`config.mk`:
```
export PLATFORM = sky130hd
export DESIGN_NAME = plgc_cell
export DESIGN_NICKNAME = d
export VERILOG_FILES = /design/src/rtl/core/plgc_pkg.sv /design/src/rtl/core/plgc_cell.sv
export SDC_FILE = /design/constraint.sdc
export NUM_CORES = 1
export LEC_CHECK = 0
export BUFFER_PORTS_ARGS = -buffer_cell sky130_fd_sc_hd__buf_2
export CORE_ASPECT_RATIO = 1.25
export CORE_MARGIN = 2
export CORE_UTILIZATION = 60
export CTS_CLUSTER_DIAMETER = 200
export DETAILED_ROUTE_END_ITERATION = 7
export GPL_TIMING_DRIVEN = 0
export PLACE_DENSITY = 0.84
export SLEW_MARGIN = 0
export SYNTH_ARGS = -nofsm -noshare
export SYNTH_HDL_FRONTEND = slang
export SYNTH_SLANG_ARGS = --single-unit
```
`constraint.sdc`:
```
create_clock -name clk -period 10 [get_ports clk]
set_input_delay 1 -clock clk [delete_from_list [all_inputs] [get_ports clk]]
set_output_delay 1 -clock clk [all_outputs]
set_load 0.1 [all_outputs]
```
`src/rtl/core/plgc_pkg.sv`:
```
`timescale 1ns / 1ps
// ----------------------------------------------------------------------------
// plgc_pkg
// Shared types and constants of the piecewise-linear gain calibration core.
// ----------------------------------------------------------------------------
package plgc_pkg;

    localparam int MAG_W    = 32;   // table magnitude, unsigned Q15.16
    localparam int FAC_W    = 24;   // gain factor, signed Q7.16
    localparam int SAMPLE_W = 32;   // acceleration, signed Q15.16
    localparam int QUO_W    = 25;   // interpolation quotient magnitude
    localparam int NUM_W    = 55;   // interpolation numerator magnitude
    localparam int GAIN_W   = 26;   // one plus factor
    localparam int PROD_W   = SAMPLE_W + GAIN_W;
    localparam int NREG     = 6;    // zero offset registers
    localparam int CFG_IDX_W = 3;

    localparam logic [16:0] GAIN_ONE = 17'd65536;
    localparam logic [15:0] ROUND_HALF = 16'd32768;

    localparam logic [1:0] OP_APPLY  = 2'd0;
    localparam logic [1:0] OP_INSERT = 2'd1;
    localparam logic [1:0] OP_CLEAR  = 2'd2;
    localparam logic [1:0] AXIS_NONE = 2'd3;

    typedef struct packed {
        logic [MAG_W-1:0]        mag;
        logic signed [FAC_W-1:0] fac;
    } entry_t;

    typedef enum logic [1:0] {
        CELL_HOLD   = 2'd0,
        CELL_REMOVE = 2'd1,
        CELL_INSERT = 2'd2
    } cell_mode_t;

    typedef struct packed {
        cell_mode_t mode;
        entry_t     key;
    } cell_ctrl_t;

endpackage

```
`src/rtl/core/plgc_cell.sv`:
```
`timescale 1ns / 1ps
// ----------------------------------------------------------------------------
// plgc_cell
// One slot of every calibration table; shifts with its neighbors on insert
// and removal, and flags where a key falls against its stored magnitude.
// ----------------------------------------------------------------------------
module plgc_cell #(
    parameter int CELL   = 0,
    parameter int NTAB   = 6,
    parameter int POINTS = 8,
    parameter int TW     = $clog2(NTAB),
    parameter int CW     = $clog2(POINTS + 1)
) (
    input  logic                 clk,
    input  plgc_pkg::cell_ctrl_t ctrl,
    input  logic [TW-1:0]        tab,
    input  logic [CW-1:0]        nval,
    input  logic [CW-1:0]        lim,
    input  plgc_pkg::entry_t     left_entry,
    input  plgc_pkg::entry_t     right_entry,
    input  logic                 left_lt,
    input  logic                 left_ge,
    output plgc_pkg::entry_t     entry,
    output logic                 lt,
    output logic                 ge,
    output logic                 upper
);

    plgc_pkg::entry_t row_mem [NTAB];
    logic             below;
    logic             less;

    assign entry = row_mem[tab];
    assign below = CW'(CELL) < nval;
    // ties order by original slot: below lim counts as earlier
    assign less  = (entry.mag < ctrl.key.mag) ||
                   ((entry.mag == ctrl.key.mag) && (CW'(CELL) < lim));
    assign lt    = below && less;
    assign ge    = below && (ctrl.key.mag <= entry.mag);
    assign upper = ge && !left_ge;

    always_ff @(posedge clk)
    begin
        case (ctrl.mode)
            plgc_pkg::CELL_REMOVE:
            begin
                if (CW'(CELL) >= lim)
                begin
                    row_mem[tab] <= right_entry;
                end
            end
            plgc_pkg::CELL_INSERT:
            begin
                if (!lt)
                begin
                    row_mem[tab] <= left_lt ? ctrl.key : left_entry;
                end
            end
            default:
            begin
            end
        endcase
    end

endmodule

```
==> out/qor.csv <==
metric,value,unit
rsz0062_at_grt,false,
timing.critical_path.to_type,output pin,
path_max_fanout,10,
netlist-cell-type-count,45,
reg2reg_to,row_mem[5][2],
ant_nets,0,
rr_startpoint,row_mem[4][47],
cts-hold-fix-buffers,0,
grt_util_all_layers,0.301,
clock_tree.htree_level_count,1,
synth_cells,960,
post_cts_buffers,0,
placementRows,65,
synth_seq_area_share,0.660,
ff2ff_setup_slack,4.74,ns
slowest_delay,0.74,ns
min_delay_worst_endpoint,row_mem[2][22],
grt_pass1_wl,59.8,mm
total_power,3.29,mW
largest-register,row_mem,
number_of_synthesized_flops_with_an_enable_pin,336,
dieArea,0.0268,mm²
start_kind,primary input,
cts_inserted_buffers,30,
number_of_gates_resized_after_cts,0,
clk_root_buffer_cell,sky130_fd_sc_hd__clkbuf_16,
routed_wire_length_per_instance,25.8,µm
dp_worst_setup_slack,3.07,ns
io-pin-count,243,
post_layout_nonfiller_instances,1593,
syn_avg_cell_area,15.9,µm²
post_drt_via_cell_ratio,6.31,
post_dp_cell_area,0.0171,mm²
hold_path_startpoint,right_entry[22],
synth_top_cell_by_area,sky130_fd_sc_hd__edfxtp_1,
dr.first_iter.drc_count,989,
worstHoldPathCells,2,
post-route-min-period,6.69,ns
synth_fp_nets,1176,
biggestRegsByFlops,row_mem (336),
min_path_type,in2reg,
synth.yosys.warnings,0,
finalHoldViolCount,0,
synth.top_cells.by_count,"sky130_fd_sc_hd__edfxtp_1, sky130_fd_sc_hd__mux2_2, sky130_fd_sc_hd__mux2_4, sky130_fd_sc_hd__nor2_1, sky130_fd_sc_hd__a22oi_1",
drv_cap,0,
static-leakage-power,6.75,nW
detailedRoute.firstPassIterationCount,5,
ff2ff_path_depth,12,
maxSlewHeadroom,0.283,
die-width,147,µm
place.port_buffers,239,
setup_viol_count_final,0,
clkLatencyLatePin,0.57,ns
routed_wl,41.1,mm
power_density_over_the_cells,182,mW/mm²
postSynth.asyncResetShare,0,
finish.instance_area,0.0181,mm²
via_count_of_the_first_global_routing_pass,10100,
arrival,5.69,ns
numClockSinks,336,
portion_of_synthesized_cell_area_occupied_by_the_leading_cell_type,0.660,
worst_path_dominant_cell_family,buffers and inverters,
route.detailed.drc,0,
cts-root-to-sink-buffers,3,
ir_worst_vdd,155,µV
synthMostInstantiatedCell,sky130_fd_sc_hd__edfxtp_1,
placed_cells_incl_taps,1540,
clock_pin_slew_of_the_registers_on_the_worst_case_setup_and_hold_paths,0.06,ns
setup.worst_path.class,in2out,
slowest_stage,sky130_fd_sc_hd__buf_1,
cp.required,9.00,ns
globalRoute.totalOverflow,0,
fin_crit_sh,0.669,
antenna_found_initial,1,
final-max-slew-violation-count,0,
achievable-frequency,0.149,GHz
dp_hpwl,27.4,mm
vias,10100,
die-height,182,µm
drive_above_1_share,0.375,
area_delta_synth_final,18.3,%
outcome,completed,
critical_path.cell_chain,buf_2 > buf_2 > buf_1 > mux2i_1 > nor2_1 > a21oi_1 > nor2_1 > a221oi_1 > ha_1 > nand4_2 > nor2_1 > a221oi_1 > nand3b_1 > a211oi_1 > buf_2,
timing.clock.skew,0.0193,ns
final_critical_path_setup_slack,3.31,ns
initial_util,0.609,
ys.flop_type,sky130_fd_sc_hd__edfxtp_1,
cp.buffers_inverters,4,
weighted_congestion_at_the_end_of_routability_driven_global_placement,0.856,
timing_worst_slew_pin_value,1.08,ns
tritoncts,done,
core_area,0.0251,mm²
cp_num_cells,15,
pin_count_of_the_biggest_net_entering_global_routing,45,
synthesis.area,0.0153,mm²
final.setup.tns,0,ns
synth.area.top_cells,"sky130_fd_sc_hd__edfxtp_1, sky130_fd_sc_hd__mux2_2, sky130_fd_sc_hd__mux2_4",
synth_seq_cells,336,
largest_register_ffs,336,
design.final.nets,1453,
==> where the power goes <==
| group | total [mW] | internal [mW] | leakage [nW] | switching (mW) |
|---|---|---|---|---|
| registers | 1.59 | 1.59 | 3.03 | 0.00441 |
| logic | 0.522 | 0.160 | 3.24 | 0.361 |
| clock network | 1.18 | 0.688 | 0.484 | 0.491 |
| total | 3.29 | 2.44 | 6.75 | 0.857 |
==> final cells by class <==
| type | count | area, µm² |
|---|---|---|
| sequential | 336 | 10100 |
| fill | 1520 | 7040 |
| multi-input combinational | 531 | 4800 |
| timing repair buffer | 245 | 1340 |
| clock buffer | 35 | 791 |
| tap | 335 | 419 |
| buffer | 57 | 313 |
| clock inverter | 17 | 204 |
| inverter | 36 | 135 |
| antenna | 1 | 2.50 |
==> cells in the final DEF, fill, tap and decap left out, drive strengths merged, types with 4 or more instances in the layout <==
| master | Yosys | final |
|---|---|---|
| bufinv | 0 | 5 |
| mux2i | 23 | 23 |
| nor4 | 4 | 4 |
| a21oi | 28 | 28 |
| o221ai | 12 | 12 |
| a211oi | 21 | 21 |
| nor2 | 53 | 53 |
| mux4 | 10 | 10 |
| mux2 | 154 | 154 |
| nand2 | 38 | 38 |
| edfxtp | 336 | 336 |
| o31a | 14 | 14 |
| o211a | 6 | 6 |
| and2 | 6 | 6 |
| nand4 | 8 | 8 |
| nor2b | 15 | 15 |
| o21ai | 10 | 10 |
| clkbuf | 38 | 73 |
| a22o | 14 | 14 |
| clkinv | 0 | 11 |
| a221oi | 7 | 7 |
| inv | 36 | 36 |
| a22oi | 47 | 47 |
| ha | 32 | 32 |
| o211ai | 14 | 14 |
| buf | 19 | 264 |
==> metal layers <==
layer / share of wire / vias up / track usage
met2: 0.50 / 691 / 0.521
li1: - / 4339 / -
met1: 0.35 / 4907 / 0.364
met3: 0.10 / 120 / 0.0700
met4: 0.044 / 0 / 0.131
met5: 0 / - / 0
==> stage by stage <==
step	utilization	hold WS (ns)
global route	0.720	0.791
CTS	0.720	0.782
floorplan	-	1.25
detailed placement	0.680	1.35
finish	0.720	0.785
global placement	0.673	1.35
==> logic make-up (layout without fill, tap and decap cells) <==
family / count (synthesis) / in the layout / share of synthesized area
AOI/OAI and AO/OA: 180 / 180 / 0.0884
adders and majority gates: 32 / 32 / 0.0262
buffers and inverters: 93 / 390 / 0.0293
DFF: 336 / 336 / 0.660
muxes: 187 / 187 / 0.156
other: 0 / 1 / 0
and+or+nand+nor: 132 / 132 / 0.0400
==> how the worst max path moves through the flow <==
stage | start | to
finish | tab[1] | upper
global route | tab[1] | upper
CTS | tab[1] | upper
detailed placement | tab[1] | row_mem[5][20]
global placement | tab[1] | row_mem[5][40]
floorplan | tab[1] | upper
==> worst reg2reg max path: stages, from the launching register on <==
cell                       delay [ns]
sky130_fd_sc_hd__edfxtp_1        0.39
sky130_fd_sc_hd__a22oi_1         0.23
sky130_fd_sc_hd__nor2_1          0.09
sky130_fd_sc_hd__a211oi_1        0.69
sky130_fd_sc_hd__ha_1            0.39
sky130_fd_sc_hd__a21oi_1         0.15
sky130_fd_sc_hd__o21ai_0         0.18
sky130_fd_sc_hd__a221oi_1        0.65
sky130_fd_sc_hd__nand4_1         0.26
sky130_fd_sc_hd__o21ai_4         0.72
sky130_fd_sc_hd__buf_8           0.29
sky130_fd_sc_hd__o211a_4         0.56
sky130_fd_sc_hd__buf_12          0.31
Power figures use the tool's default switching activity.
