===== src/rtl/core/plgc_pkg.sv =====
`timescale 1ns / 1ps
// ----------------------------------------------------------------------------
// plgc_pkg
// Shared types and constants of the piecewise-linear gain calibration core.
// ----------------------------------------------------------------------------
package plgc_pkg;

    localparam int MAG_W    = 32;   // table magnitude, unsigned Q15.16
    localparam int FAC_W    = 24;   // gain factor, signed Q7.16
    localparam int SAMPLE_W = 32;   // acceleration, signed Q15.16
    localparam int QUO_W    = 25;   // interpolation quotient magnitude
    localparam int NUM_W    = 55;   // interpolation numerator magnitude
    localparam int GAIN_W   = 26;   // one plus factor
    localparam int PROD_W   = SAMPLE_W + GAIN_W;
    localparam int NREG     = 6;    // zero offset registers
    localparam int CFG_IDX_W = 3;

    localparam logic [16:0] GAIN_ONE = 17'd65536;
    localparam logic [15:0] ROUND_HALF = 16'd32768;

    localparam logic [1:0] OP_APPLY  = 2'd0;
    localparam logic [1:0] OP_INSERT = 2'd1;
    localparam logic [1:0] OP_CLEAR  = 2'd2;
    localparam logic [1:0] AXIS_NONE = 2'd3;

    typedef struct packed {
        logic [MAG_W-1:0]        mag;
        logic signed [FAC_W-1:0] fac;
    } entry_t;

    typedef enum logic [1:0] {
        CELL_HOLD   = 2'd0,
        CELL_REMOVE = 2'd1,
        CELL_INSERT = 2'd2
    } cell_mode_t;

    typedef struct packed {
        cell_mode_t mode;
        entry_t     key;
    } cell_ctrl_t;

endpackage


===== src/rtl/core/plgc_div.sv =====
`timescale 1ns / 1ps
// ----------------------------------------------------------------------------
// plgc_div
// Restoring divider, one quotient bit per cycle, for the interpolation step.
// ----------------------------------------------------------------------------
module plgc_div (
    input  logic                        clk,
    input  logic                        rst_n,
    input  logic                        start,
    input  logic [plgc_pkg::NUM_W-1:0]  dividend,
    input  logic [plgc_pkg::MAG_W-1:0]  divisor,
    output logic [plgc_pkg::QUO_W-1:0]  quotient,
    output logic                        done
);

    localparam int SW = $clog2(plgc_pkg::QUO_W + 1);

    logic [plgc_pkg::MAG_W-1:0] rem_reg, rem_next;
    logic [plgc_pkg::QUO_W-1:0] low_reg, low_next;
    logic [SW-1:0]              step_reg, step_next;
    logic                       done_reg, done_next;
    logic [plgc_pkg::MAG_W-1:0] trial;

    assign trial    = {rem_reg[plgc_pkg::MAG_W-2:0], low_reg[plgc_pkg::QUO_W-1]};
    assign quotient = low_reg;
    assign done     = done_reg;

    always_comb
    begin
        rem_next  = rem_reg;
        low_next  = low_reg;
        step_next = step_reg;
        done_next = 1'b0;
        if (start)
        begin
            // quotient fits QUO_W bits, so the upper numerator part is below divisor
            rem_next  = plgc_pkg::MAG_W'(dividend[plgc_pkg::NUM_W-1:plgc_pkg::QUO_W]);
            low_next  = dividend[plgc_pkg::QUO_W-1:0];
            step_next = SW'(plgc_pkg::QUO_W);
        end
        else if (step_reg != '0)
        begin
            if (trial >= divisor)
            begin
                rem_next = trial - divisor;
                low_next = {low_reg[plgc_pkg::QUO_W-2:0], 1'b1};
            end
            else
            begin
                rem_next = trial;
                low_next = {low_reg[plgc_pkg::QUO_W-2:0], 1'b0};
            end
            step_next = step_reg - 1'b1;
            done_next = (step_reg == SW'(1));
        end
    end

    always_ff @(posedge clk or negedge rst_n)
    begin
        if (!rst_n)
        begin
            step_reg <= '0;
            done_reg <= 1'b0;
        end
        else
        begin
            step_reg <= step_next;
            done_reg <= done_next;
        end
    end

    always_ff @(posedge clk)
    begin
        rem_reg <= rem_next;
        low_reg <= low_next;
    end

endmodule


===== config.mk =====
export PLATFORM = sky130hd
export DESIGN_NAME = plgc_div
export DESIGN_NICKNAME = d
export VERILOG_FILES = /design/src/rtl/core/plgc_pkg.sv /design/src/rtl/core/plgc_div.sv
export SDC_FILE = /design/constraint.sdc
export NUM_CORES = 1
export LEC_CHECK = 0
export BUFFER_PORTS_ARGS = -buffer_cell sky130_fd_sc_hd__buf_4
export CAP_MARGIN = 20
export CORE_MARGIN = 2
export CORE_UTILIZATION = 24
export DETAILED_ROUTE_END_ITERATION = 8
export GPL_TIMING_DRIVEN = 1
export PLACE_DENSITY_LB_ADDON = 0.3
export SYNTH_ARGS = -nofsm -noshare
export SYNTH_HDL_FRONTEND = slang
export SYNTH_SLANG_ARGS = --single-unit

===== constraint.sdc =====
create_clock -name clk -period 3.4 [get_ports clk]
set_clock_uncertainty 0.15 [all_clocks]
set_input_delay 0.51 -clock clk [delete_from_list [all_inputs] [get_ports clk]]
set_output_delay 0.51 -clock clk [all_outputs]
set_load 0.02 [all_outputs]

==> key figures, run 1 <==
Final layout
  • Most common cell after layout, fill and taps aside: buf_4
  • Util after Layout: 33.2%
  • # fillers: 2068
  • Nets@finish: 766
  • Ant. Diodes: 0
  • Commonest cells after routing, fill and taps aside: buf_4, edfxtp_1, mux2_2, a21oi_1, nor2_1
  • Non-Filler Instances: 910
  • Final Cell Area: 6510 um2
  • Max FFs per register: 31
  • Synth-to-Final Area Change: 35.1%
  • Share of layout cells above drive strength 1: 34.4%

Synth
  • Synth Area per Inst: 9.56 um2
  • #FFs+latches synth: 62
  • Synth Area in Simple Gates: 13.3%
  • Synth warn: 0
  • Mapped cell area: just under 5000 um2
  • Post-synth EDFFs: 55
  • Asr flop ratio synth: 9.68%
  • Post-synthesis adder-cell area fraction: approximately a tenth
  • Sequential area share after synthesis: 37.8%
  • Dominant synthesized flop cell: edfxtp_1
  • Complex-gate fraction of the synthesized area: 17.2%
  • Mux contribution to synthesized area: 12.4%
  • Yosys cell types: 57
  • XOR/XNOR Fraction of Synth Area: 4.73%
  • Mapped Cells: 504
  • Synth Net Count: 630
  • Largest family of logic cells by synthesized area: compound AO/OA/AOI/OAI gates

Critical path
  • Worst setup path category: flip-flop to flip-flop
  • CP Launch Type: flip-flop
  • CP peak stage delay: roughly 0.4 ns
  • Largest fanout on the critical path: 3
  • CP Capture Type: flip-flop
  • Critical path cell sequence: inv_1 > ha_1 > fa_1 > nand2b_1 > a21oi_2 > o21a_1 > o2111ai_1 > a211oi_2 > nand2b_1 > a21oi_1 > xnor2_1 > a221o_1
  • Buf/Inv on CP: 1
  • Worst EP arrival: 3.12 ns
  • CP max-delay cell: fa_1
  • Critical path's most frequent cell: nand2b_1
  • Cell count along the critical path: 12
  • R2R cell count: 12
  • CP Data Required Time: 3.34 ns
  • CP delay by family, top: compound AO/OA/AOI/OAI gates

GRT
  • Vias in the first global route: 4200
  • M2 GR Usage: 19.4%
  • Overall Global Routing Usage: about an eighth
  • Maximum number of pins on one net before global-route repair: 40
  • GRT met1 Usage: 15.7%
  • GRT Max-Usage Layer: met2
  • GR Util met3: 5.08%
  • First-pass GRT wire length: around 21 mm
  • Initial antenna violation count: 0
  • Grt ovf: 0

Floorplan
  • Core ar.: 19600 um2
  • Io pins: 116
  • Die width: 146 um
  • Row cnt: 51
  • Full die area: 21200 um2
  • Die height: 146 um
  • Initial core utilization: 24.6%

Power
  • Static Leak: around 0.0028 uW
  • Peak supply drop: 0.281 mV
  • Pwr Density: ~800 nW/um2

STA
  • Setup ws final: 0.227 ns
  • Slew Limit Fails: 0
  • Tightest Pin Transition: 0.554 ns
  • Final Critical Period: 3.17 ns
  • RSZ-0062 raised after global routing: false
  • Setup-failing EPs final: 0
  • Final Hold Fails: 0
  • Final worst-path cycle share: 93.3%
  • F_max: approximately 320 MHz
  • Slew headroom: 63.0%

Route
  • Routed Antenna Nets: 0
  • Drt initial violations: 168
  • WL/cell: approximately 14 um
  • WL final: 12.9 mm
  • Drt drc: 0
  • Vias per std cell: 4.55
  • Pre-Repair DR Iteration Count: 7
  • Vias post-DR: 4140

CTS
  • Clock transition at path regs: 0.06 ns
  • Skew-Pair Late Insertion Delay: 0.34 ns
  • CTS Buffer Depth: 2
  • Sinks on Clock Net: 62
  • Total CTS buffers: 9
  • Post-CTS Setup Bufs: 0
  • CTS tree: built
  • H-tree levels: 3
  • Root Buffer: clkbuf_16

Outcome
  • Status: complete, no violations

Placement
  • Setup Slack @ Placement: -0.146 ns
  • GP Congestion: about 0.8
  • IO Port Bufs: approximately 120
  • Dpl cells: 893
  • Detail Placement HPWL: 9.85 mm
  • Post-DP Area: 6180 um2

Min path
  • Hold Crit Class: primary input to flip-flop
  • Hold depth: 3

Run
  • Max-Cap Viols: 0
==> cell type report <==
class / count / area (um2) / share of cell area [%]
clock buffers: 9 / 225 / 3.46
clock inverters: 7 / 73.8 / 1.13
inverters: 39 / 146 / 2.25
multi-input cells: 380 / 2770 / 42.5
flip-flops and latches: 62 / 1820 / 28.0
well taps: 265 / 332 / 5.10
repair buffers: 148 / 1140 / 17.6
==> worst register-to-register path, delay by kind of cell (launching register included) <==
kind / cells / cell delay, ns
AOI/OAI and AO/OA: 6 / 1.30
xor gates and xnor gates: 1 / 0.13
adders and majority gates: 2 / 0.60
buffers and inverters: 1 / 0.06
DFF: 1 / 0.36
and+or+nand+nor: 2 / 0.33
==> cell usage after synthesis, types with 2 or more instances <==
library cell,count,area (um2)
a211o_1,3,26.3
a211oi_1,5,37.5
a21o_1,9,67.6
a21oi_1,52,260
a221o_1,3,30.0
a31oi_1,2,12.5
and2_1,3,18.8
and3_1,4,25.0
and4_1,2,17.5
buf_2,6,30.0
clkbuf_1,15,56.3
dfrtp_1,6,150
edfxtp_1,55,1650
ha_1,35,438
inv_1,39,146
mux2_2,51,574
nand2_1,35,131
nand2b_1,11,68.8
nand3_1,3,15.0
nand4_1,10,62.6
nor2_1,45,169
nor2b_1,7,43.8
nor3_1,7,35.0
nor4_1,2,12.5
o211ai_1,4,30.0
o21a_1,3,22.5
o21ai_0,22,110
o21ai_1,6,30.0
o21bai_1,2,15.0
o221ai_1,2,17.5
o22ai_1,2,12.5
o31a_1,2,17.5
o31ai_1,2,15.0
or3_1,2,12.5
xnor2_1,17,149
xor2_1,9,78.8
==> layer usage <==
| layer | share of wire [%] | vias to the layer above |
|---|---|---|
| met4 | 1.4 | 0 |
| met5 | 0 | - |
| met3 | 8.2 | 14 |
| li1 | - | 2114 |
| met2 | 45 | 119 |
| met1 | 45 | 1893 |
==> stage by stage <==
| step | hold WS, ns | power [uW] | TNS, ns |
|---|---|---|---|
| global route | 0.293 | 5510 | 0 |
| floorplan | 0.0644 | 3290 | 0 |
| global placement | 0.175 | 4140 | -0.682 |
| finish | 0.297 | 5080 | 0 |
| CTS | 0.281 | 5110 | 0 |
| detailed placement | 0.173 | 4120 | -2.13 |
==> kinds of logic (layout without fill, tap and decap cells) <==
logic type      count (synthesis)  after routing
simple gates                  135            135
compound gates                130            130
flops                          62             62
buf+inv                        62            203
mux                            53             53
fa+ha+maj                      36             36
xor+xnor                       26             26
==> final timing paths <==
kind | start | end | slack, ns
max | quotient[24]$_DFFE_PP_ | rem_reg[22]$_DFFE_PP_ | 0.23
min | dividend[32] | rem_reg[7]$_DFFE_PP_ | 0.30
max reg2reg | quotient[24]$_DFFE_PP_ | rem_reg[22]$_DFFE_PP_ | 0.23
min reg2reg | step_reg[4]$_DFFE_PN0P_ | step_reg[4]$_DFFE_PN0P_ | 0.39
max in group asynchronous | rst_n | step_reg[1]$_DFFE_PN0P_ | 2.62
min in group asynchronous | rst_n | step_reg[4]$_DFFE_PN0P_ | 0.36
==> report_power, final <==
group | switching [uW] | internal [uW]
logic | 1510 | 1360
clock network | 379 | 569
registers | 135 | 1120
total | 2030 | 3050
==> timing repair <==
action,4_1_cts,5_1_grt
resized for setup,0,3
endpoints found under the hold margin,6,0
hold buffers,1,0
endpoints found under the setup margin,0,15
Power figures use the tool's default switching activity.
==> run 2, diff against run 1 <==
Settings changed: CORE_MARGIN 2 to 1.5.
Clock period 3.4 ns to 3.54 ns, I/O delays scaled along.
==> run 2 against run 1 <==
Net effect: first-iteration DRC count grew 30%; sequential share of layout area grew 0.52 points; worst hold slack gained 0.018 ns; fmax shrank 3.3%; final area shrank 1.8%; clock-buffer cell count is the same; total power shrank 5.8%; utilization shrank 0.61 points; non-clock buffer count shrank 15; clock power shrank 3.5%; setup slack gained 0.031 ns; critical endpoint is now rem_reg[28]$_DFFE_PP_.
==> key figures, run 2 (same netlist as run 1, synthesis figures left out) <==
Placement
  • Dpl cells: 878 (-1.7%)
  • GP Congestion: 0.786 (-4.1%)
  • Post-DP Area: 6070 um2 (-1.8%)
  • Detail Placement HPWL: 9.72 mm (-1.3%)
  • IO Port Bufs: 115 (unchanged)

CTS
  • Skew-Pair Late Insertion Delay: 0.35 ns (about the same)
  • Root Buffer: clkbuf_16
  • Clock transition at path regs: 0.06 ns (about the same)
  • CTS tree: built
  • CTS Buffer Depth: 2 (unchanged)
  • Sinks on Clock Net: 62 (unchanged)
  • Total CTS buffers: 9 (unchanged)
  • H-tree levels: 3 (unchanged)

Critical path
  • CP Capture Type: flip-flop
  • Worst setup path category: flip-flop to flip-flop
  • FF-to-FF Start: quotient[24]$_DFFE_PP_
  • CP Launch Type: flip-flop
  • CP max-delay cell: fa_1
  • Largest fanout on the critical path: 3 (unchanged)
  • Worst EP arrival: 3.23 ns (+0.11 ns)
  • Worst setup path startpoint: quotient[24]$_DFFE_PP_
  • Critical path cell sequence: inv_1 > ha_1 > fa_1 > nand2b_1 > a21oi_1 > o21ai_1 > o2bb2ai_2 > o21ai_1 > a31oi_1 > xnor2_1 > mux2_2 > mux2_2
  • CP Data Required Time: 3.49 ns (+0.15 ns)
  • CP peak stage delay: 0.41 ns (about the same)

Run
  • Max-Cap Viols: 0 (unchanged)

Power
  • Part of the power in registers: 25.2% (+0.4 points)
  • Static Leak: 0.00275 uW (-2.6%)
  • Pwr Density: 749 nW/um2 (-4.1%)
  • Combinational share of power: 55.6% (-1.0 points)
  • Power share of the clock group: 19.1% (+0.5 points)
  • Net load switching power: 1930 uW (-4.9%)
  • Peak supply drop: 0.344 mV (+22%)
  • Sw Share: 40.3% (+0.38 points)
  • Int Pwr: 2860 uW (-6.4%)

Min path
  • Beginning of the worst hold path: dividend[32]
  • Hold Crit Class: primary input to flip-flop

GRT
  • Overall Global Routing Usage: 13.2% (+0.81 points)
  • First-pass GRT wire length: 21.0 mm (-0.65%)
  • Initial antenna violation count: 0 (unchanged)
  • Grt ovf: 0 (unchanged)
  • Maximum number of pins on one net before global-route repair: 43 (+7.5%)
  • Vias in the first global route: 4189 (-0.26%)

Final layout
  • Synth-to-Final Area Change: 32.6%
  • Most common cell after layout, fill and taps aside: buf_4
  • Ant. Diodes: 0 (unchanged)
  • Share of layout cells above drive strength 1: 32.7% (-1.7 points)
  • Max FFs per register: 31 (unchanged)
  • Non-Filler Instances: 895 (-1.6%)
  • Final Cell Area: 6390 um2 (-1.8%)
  • Util after Layout: 32.6% (-0.61 points)
  • Nets@finish: 751 (-2.0%)
  • Commonest cells after routing, fill and taps aside: buf_4, edfxtp_1, a21oi_1

Route
  • Drt drc: 0 (unchanged)
  • Pre-Repair DR Iteration Count: 4 (-3)
  • WL final: 12.9 mm (+0.37%)
  • Routed Antenna Nets: 0 (unchanged)
  • Vias post-DR: 4064 (-1.8%)
  • Drt initial violations: 218 (+30%)
  • Vias per std cell: 4.54 (-0.19%)
  • WL/cell: 14.4 um (+2.1%)

STA
  • Slew headroom: 60.0% (-3.1 points)
  • Final Critical Period: 3.28 ns (+0.109 ns)
  • Tightest Pin Transition: 0.601 ns (+0.0462 ns)
  • F_max: 305 MHz (-3.3%)
  • Slew Limit Fails: 0 (unchanged)
  • Setup-failing EPs final: 0 (unchanged)
  • Final worst-path cycle share: 92.7% (-0.62 points)
  • Final Hold Fails: 0 (unchanged)
  • RSZ-0062 raised after global routing: false

Floorplan
  • Row cnt: 51 (unchanged)
  • Die height: 145 um (-0.69%)
  • Io pins: 116 (unchanged)
  • Die width: 145 um (-0.69%)
  • Full die area: 20900 um2 (-1.4%)
  • Core ar.: 19600 um2 (unchanged)
  • Initial core utilization: 24.6% (unchanged)

Outcome
  • Status: complete, no violations
run 2: cell type report:
class	count	area, um2
Clock buffer	9	225
Inverter	39	146
Sequential cell	62	1820
Timing Repair Buffer	133	1030
Fill cell	2084	13200
Tap cell	265	332
Clock inverter	7	75.1
Multi-Input combinational cell	380	2760
run 2: final timing paths:
check | to | slack [ns] | cells after the start
setup / recovery | rem_reg[28]$_DFFE_PP_ | 0.26 | 12
hold / removal | rem_reg[7]$_DFFE_PP_ | 0.32 | 3
setup reg to reg | rem_reg[28]$_DFFE_PP_ | 0.26 | 12
hold reg to reg | step_reg[4]$_DFFE_PN0P_ | 0.39 | 1
max in group asynchronous | step_reg[3]$_DFFE_PN0P_ | 2.74 | 2
min in group asynchronous | step_reg[2]$_DFFE_PN0P_ | 0.38 | 2
run 2: what timing repair did:
item / in CTS / in global routing
resized for setup: 0 / 1
endpoints found under the hold margin: 6 / 0
hold buffers: 1 / 0
setup endpoints to repair: 0 / 1
setup buffers: 0 / 0
run 2: power by group through the flow:
stage | logic [uW] | registers (uW) | clock network (uW)
2_1_floorplan | 1940 | 1220 | 0
3_3_place_gp | 2670 | 1220 | 0
3_5_place_dp | 2650 | 1220 | 0
4_1_cts | 2680 | 1210 | 950
5_1_grt | 3010 | 1240 | 973
6_report | 2660 | 1210 | 914
run 2: routing by layer:
metal,global-route usage [%],vias to the layer above,wire length (um)
met4,3.19,0,110
met5,0,-,0
met1,16.5,1883,5860
met3,5.07,6,1000
met2,21.3,101,5950
li1,-,2074,-
run 2: through the flow:
step	power [uW]	hold slack (ns)	TNS (ns)	setup WS, ns
5_1_grt	5220	0.315	0	0.00381
6_report	4780	0.315	0	0.259
3_5_place_dp	3870	0.193	-0.0143	-0.0143
3_3_place_gp	3890	0.195	0	0.0872
4_1_cts	4840	0.295	0	0.177
2_1_floorplan	3160	0.0854	0	0.416
run 2: critical path, delay by kind of cell (launching register included):
kind            cells  cell delay (ns)
compound gates      5             0.99
mux                 2             0.52
fa+ha+maj           2             0.62
simple gates        1             0.19
buf+inv             1             0.06
xor+xnor            1             0.14
flops               1             0.37
